$ cat src/hw/rtl/lgap_pkg.sv
// ----------------------------------------------------------------------------
// lgap_pkg: shared types and constants for the longest gap insert core
// Table geometry, status codes and the scan unit control struct.
// ----------------------------------------------------------------------------
package lgap_pkg;

    // table geometry
    localparam int MAX_POINTS = 256;
    localparam int PTR_W      = $clog2(MAX_POINTS);
    localparam int CNT_W      = PTR_W + 1;
    localparam int DATA_W     = 32;
    localparam int STAT_W     = 2;

    // result status codes
    localparam logic [STAT_W-1:0] ST_INSERTED  = 2'd0;
    localparam logic [STAT_W-1:0] ST_FULL      = 2'd1;
    localparam logic [STAT_W-1:0] ST_OUT_RANGE = 2'd2;

    // control for the gap accumulator
    typedef struct packed {
        logic clear;  // start a fresh scan from the near end
        logic step;   // fold one point into the running maximum
    } t_scan_ctl;

endpackage

$ cat src/hw/rtl/lgap_scan.sv
// ----------------------------------------------------------------------------
// lgap_scan: running longest gap accumulator
// Takes the sorted points one per step and keeps the last point and best gap.
// ----------------------------------------------------------------------------
module lgap_scan (
    input  logic                         i_clk,
    input  lgap_pkg::t_scan_ctl          i_ctl,
    input  logic [lgap_pkg::DATA_W-1:0]  i_point,
    output logic [lgap_pkg::DATA_W-1:0]  o_best
);

    import lgap_pkg::*;

    logic [DATA_W-1:0] r_prev;
    logic [DATA_W-1:0] r_best;
    logic [DATA_W-1:0] n_prev;
    logic [DATA_W-1:0] n_best;
    logic [DATA_W-1:0] gap;

    // a point not beyond the previous one adds a zero gap
    always_comb begin
        gap    = i_point - r_prev;
        n_prev = r_prev;
        n_best = r_best;
        if (i_ctl.clear) begin
            n_prev = '0;
            n_best = '0;
        end else if (i_ctl.step && (i_point > r_prev)) begin
            n_prev = i_point;
            if (gap > r_best) begin
                n_best = gap;
            end
        end
    end

    always_ff @(posedge i_clk) begin
        r_prev <= n_prev;
        r_best <= n_best;
    end

    assign o_best = r_best;

endmodule

$ cat config.mk
export PLATFORM = sky130hd
export DESIGN_NAME = lgap_scan
export DESIGN_NICKNAME = d
export VERILOG_FILES = /design/src/hw/rtl/lgap_pkg.sv /design/src/hw/rtl/lgap_scan.sv
export SDC_FILE = /design/constraint.sdc
export NUM_CORES = 1
export LEC_CHECK = 0
export ABC_AREA = 1
export BUFFER_PORTS_ARGS = -buffer_cell sky130_fd_sc_hd__buf_4
export CORE_MARGIN = 4
export CORE_UTILIZATION = 49
export CTS_BUF_LIST = sky130_fd_sc_hd__clkbuf_8
export DETAILED_ROUTE_END_ITERATION = 10
export GPL_TIMING_DRIVEN = 0
export PLACE_DENSITY_LB_ADDON = 0.08
export SLEW_MARGIN = 0
export SYNTH_ARGS = -nofsm -noshare
export SYNTH_HDL_FRONTEND = slang
export SYNTH_SLANG_ARGS = --single-unit
export TNS_END_PERCENT = 30
$ cat constraint.sdc
create_clock -name i_clk -period 3.35 [get_ports i_clk]
set_input_delay 0.335 -clock i_clk [delete_from_list [all_inputs] [get_ports i_clk]]
set_output_delay 0.335 -clock i_clk [all_outputs]
set_load 0.03 [all_outputs]
==> impl_metrics.yaml <==
worst_setup_path:
  endpoint_kind: "register"
  worstPathMaxFanout: 7
  cp_data_arrival_time_ns: 3.68
  required_ns: 3.61
  critPathLaunchType: "register"
  critical_path_class: "register to register"
sta:
  relSlewSlack_pct: 61.63
  postLayoutSetupSlackWorst_ns: -0.07161
  worst_pin_slew_ns: 0.5756
  fin_crit_ns: 3.422
  period_share_pct: 102.1
  setup_viol: 32
  max_freq_ghz: 0.2923
  slew_violations: 0
  tns_ns: -1.324
  fin_worst_skew_ns: 0.01172
  hold_violations: 0
  rsz0062_at_grt: "true"
global_route:
  globalRouteMet2Util_pct: 36.84
  grt_start_max_net_pins: 11
  use_met3_pct: 3.684
  grt_pass1_wl_um: 24650
  grt_use_met1_pct: 32.45
  grt_pass1_vias: 5284
  grt.busiest_layer: "met2"
  grt_overflow: 0
  antenna_found_initial: 0
  track_usage_pct: 23.25
synth:
  async_reset_ff_share_pct: 0
  yosys.area.top_type_share_pct: 22.81
  netlist_instances: 942
  synth_compound_area_share_pct: 11.56
  synth.top_cells.by_count: "nand2_1 (282), inv_1 (194), nor2_1 (120)"
  dominantRegCellSynth: "dfxtp_1"
  yosys_warnings: 0
  ys_ff_latch: 64
  yosysUniqueCellTypes: 35
  synth-edff-count: 0
  synth-xor-area-share_pct: 2.650
  yosys.area_share.simple_pct: 32.98
  synth_area_mm2: 0.005618
  syn-num-nets: 1042
  syn_area_per_cell_um2: 5.964
  synth_adder_area_share_pct: 14.61
  post_synth_main_area_contributors: "dfxtp_1 (23%), nand2_1 (19%), ha_1 (14%), inv_1 (13%), nor2_1 (8.0%)"
  synth_area_leader_cell: "dfxtp_1"
  yosysSeqAreaShare_pct: 22.81
  synth.area.mux_share_pct: 0
  synth_most_common_cell: "nand2_1"
  synth_top_family_by_area: "simple AND/OR/NAND/NOR gates"
clocking:
  holdBufCountCts: 0
  htreeDepth: 3
  clk_pin_slew_ns: 0.08
  clkLatencyLatePin_ns: 0.36
  cts_tree: "done"
  clk_root_buffer_cell: "clkbuf_8"
  numCtsBuffers: 9
  clock_sinks: 64
  clk_path_buf_depth: 2
floorplan:
  dieArea_mm2: 0.01324
  die_h_um: 115.1
  core_area_mm2: 0.01103
  fp-row-count: 38
  io_pins: 67
  fp.dieW_um: 115.1
  start_util_pct: 50.93
power:
  p_switching_uw: 1975
  peakVddDrop_v: 0.0003058
  p_seq_share_pct: 23.2
  clkPwrFrac_pct: 16.0
  total_power_uw: 4305
  switching_share_pct: 45.88
  power.static_leakage_uw: 0.003758
  powerDensity_mw_per_mm2: 586.0
  comb_power_share_pct: 60.7
  intPower_uw: 2330
cells_and_area:
  post-route-util_pct: 66.61
  regArea_mm2: 0.001282
  areaGrowthSynthToFinish_pct: 30.78
  stdcell_count: 1183
  multi_input_area_mm2: 0.004155
  nNetsFinal: 1138
  fillers: 1017
  drive_gt1_share_pct: 25.60
  antenna_cells: 0
routing:
  first_iter_violations: 333
  wirelength_um: 15260
  ant_nets: 0
  dr.pass1.iters: 5
  post_drt_wl_per_cell_um: 12.90
  remaining_drc_errors: 0
  vias: 5758
  viasPerCell: 4.867
place:
  routabilityCongestion: 0.9587
  portBuffers: 66
  dp.cells: 1148
  hpwl_um: 11450
  place_ws_ns: -0.5850
status:
  violations: "setup timing"
  run_status: "finished with violations"
worst_hold_path:
  hp-class: "input pin to register"
job:
  drv_cap: 0
-- what timing repair did --
| action | in CTS | in global routing |
|---|---|---|
| setup buffers | 4 | 10 |
| gates resized for setup | 48 | 123 |
| setup endpoints to repair | 32 | 32 |
| cloned | 3 | 2 |
| pin swaps | 12 | 40 |
-- placed cells by master (no fill, tap or decap), types with 2 or more instances in the layout --
cell | synthesis | routed
ha_1 | 64 | 37
nand4_1 | 4 | 4
and3_1 | 2 | 2
buf_4 | 0 | 79
nand2_1 | 282 | 224
a21oi_1 | 75 | 55
nor2_1 | 120 | 105
buf_2 | 6 | 6
a21o_1 | 3 | 3
xnor2_1 | 8 | 6
inv_1 | 194 | 193
clkbuf_1 | 6 | 6
o21ai_2 | 0 | 3
buf_6 | 6 | 8
clkbuf_8 | 0 | 11
nor3_2 | 1 | 2
nor2_4 | 1 | 6
nand2_2 | 5 | 57
ha_2 | 0 | 8
nand3_2 | 2 | 8
nand3b_1 | 9 | 9
nor2_2 | 1 | 12
o21ai_0 | 43 | 39
buf_8 | 0 | 2
nand2_4 | 1 | 7
o21bai_1 | 3 | 3
ha_4 | 0 | 19
nand3_1 | 20 | 13
inv_2 | 2 | 5
xnor2_2 | 0 | 2
a21oi_2 | 0 | 19
clkinv_2 | 0 | 2
xor2_1 | 9 | 8
dfxtp_1 | 64 | 63
-- final timing paths --
path,startpoint,end,slack [ns],cells after the start
setup / recovery,r_prev[0],o_best[30],-0.07,24
hold / removal,i_point[2],r_prev[2],0.27,3
setup reg to reg,r_prev[0],o_best[30],-0.07,24
hold reg to reg,r_prev[15],r_prev[15],0.46,2
-- worst max-delay path, stage by stage (launching register included) --
cell and delay [ns]:
dfxtp_2 0.34, ha_4 0.16, fa_2 0.40, inv_2 0.08, nand2_2 0.05, nand2_2 0.07, nand3_2 0.07, nand2_2 0.08
buf_4 0.11, nand2_1 0.06, nand2_2 0.10, nand3_2 0.08, nand2_1 0.07, nand2_1 0.06, nand2_2 0.06, inv_1 0.06
ha_4 0.26, nand2_2 0.06, nor4_4 0.40, a21oi_4 0.15, nor2_8 0.24, clkbuf_16 0.19, nand2_1 0.05, nand2_1 0.05
nor2_1 0.04
-- power by group through the flow --
stage               sequential [uW]  clock [uW]  combinational (uW)
finish                         1000         690                2610
global route                   1020         738                2940
CTS                             999         706                2270
detailed placement             1020           0                2120
global placement               1010           0                2100
floorplan                      1190           0                1380
-- stage by stage --
step / instance area, um2 / hold slack (ns)
5_1_grt: 7347 / 0.2889
2_1_floorplan: 5618 / 0.4331
3_5_place_dp: 6289 / 0.4522
3_3_place_gp: 6289 / 0.4444
4_1_cts: 6734 / 0.2515
6_report: 7347 / 0.2652
-- registers in the layout (all words and copies together), names as in the netlist --
| signal | flops |
|---|---|
| r_prev | 32 |
| o_best | 32 |
-- routing by layer --
layer | part of all wire [%] | vias up
li1 | - | 3067
met3 | 4.7 | 17
met2 | 45 | 101
met4 | 1.5 | 0
met1 | 49 | 2573
met5 | 0 | -
-- kinds of logic (layout without fill, tap and decap cells) --
logic type | after synthesis | after routing
compound gates | 126 | 126
xor+xnor | 17 | 17
fa+ha+maj | 65 | 65
buf+inv | 216 | 316
flops | 64 | 64
simple gates | 454 | 455
-- area by class of cell --
cell class,count,share of cell area [%]
plain buffers,19,1.890
clock buffers,11,2.061
clock inverters,5,0.6471
inverters,197,10.06
multi-input cells,663,56.56
flip-flops and latches,64,17.46
well taps,140,2.384
repair buffers,84,8.941
Power figures use the tool's default switching activity.
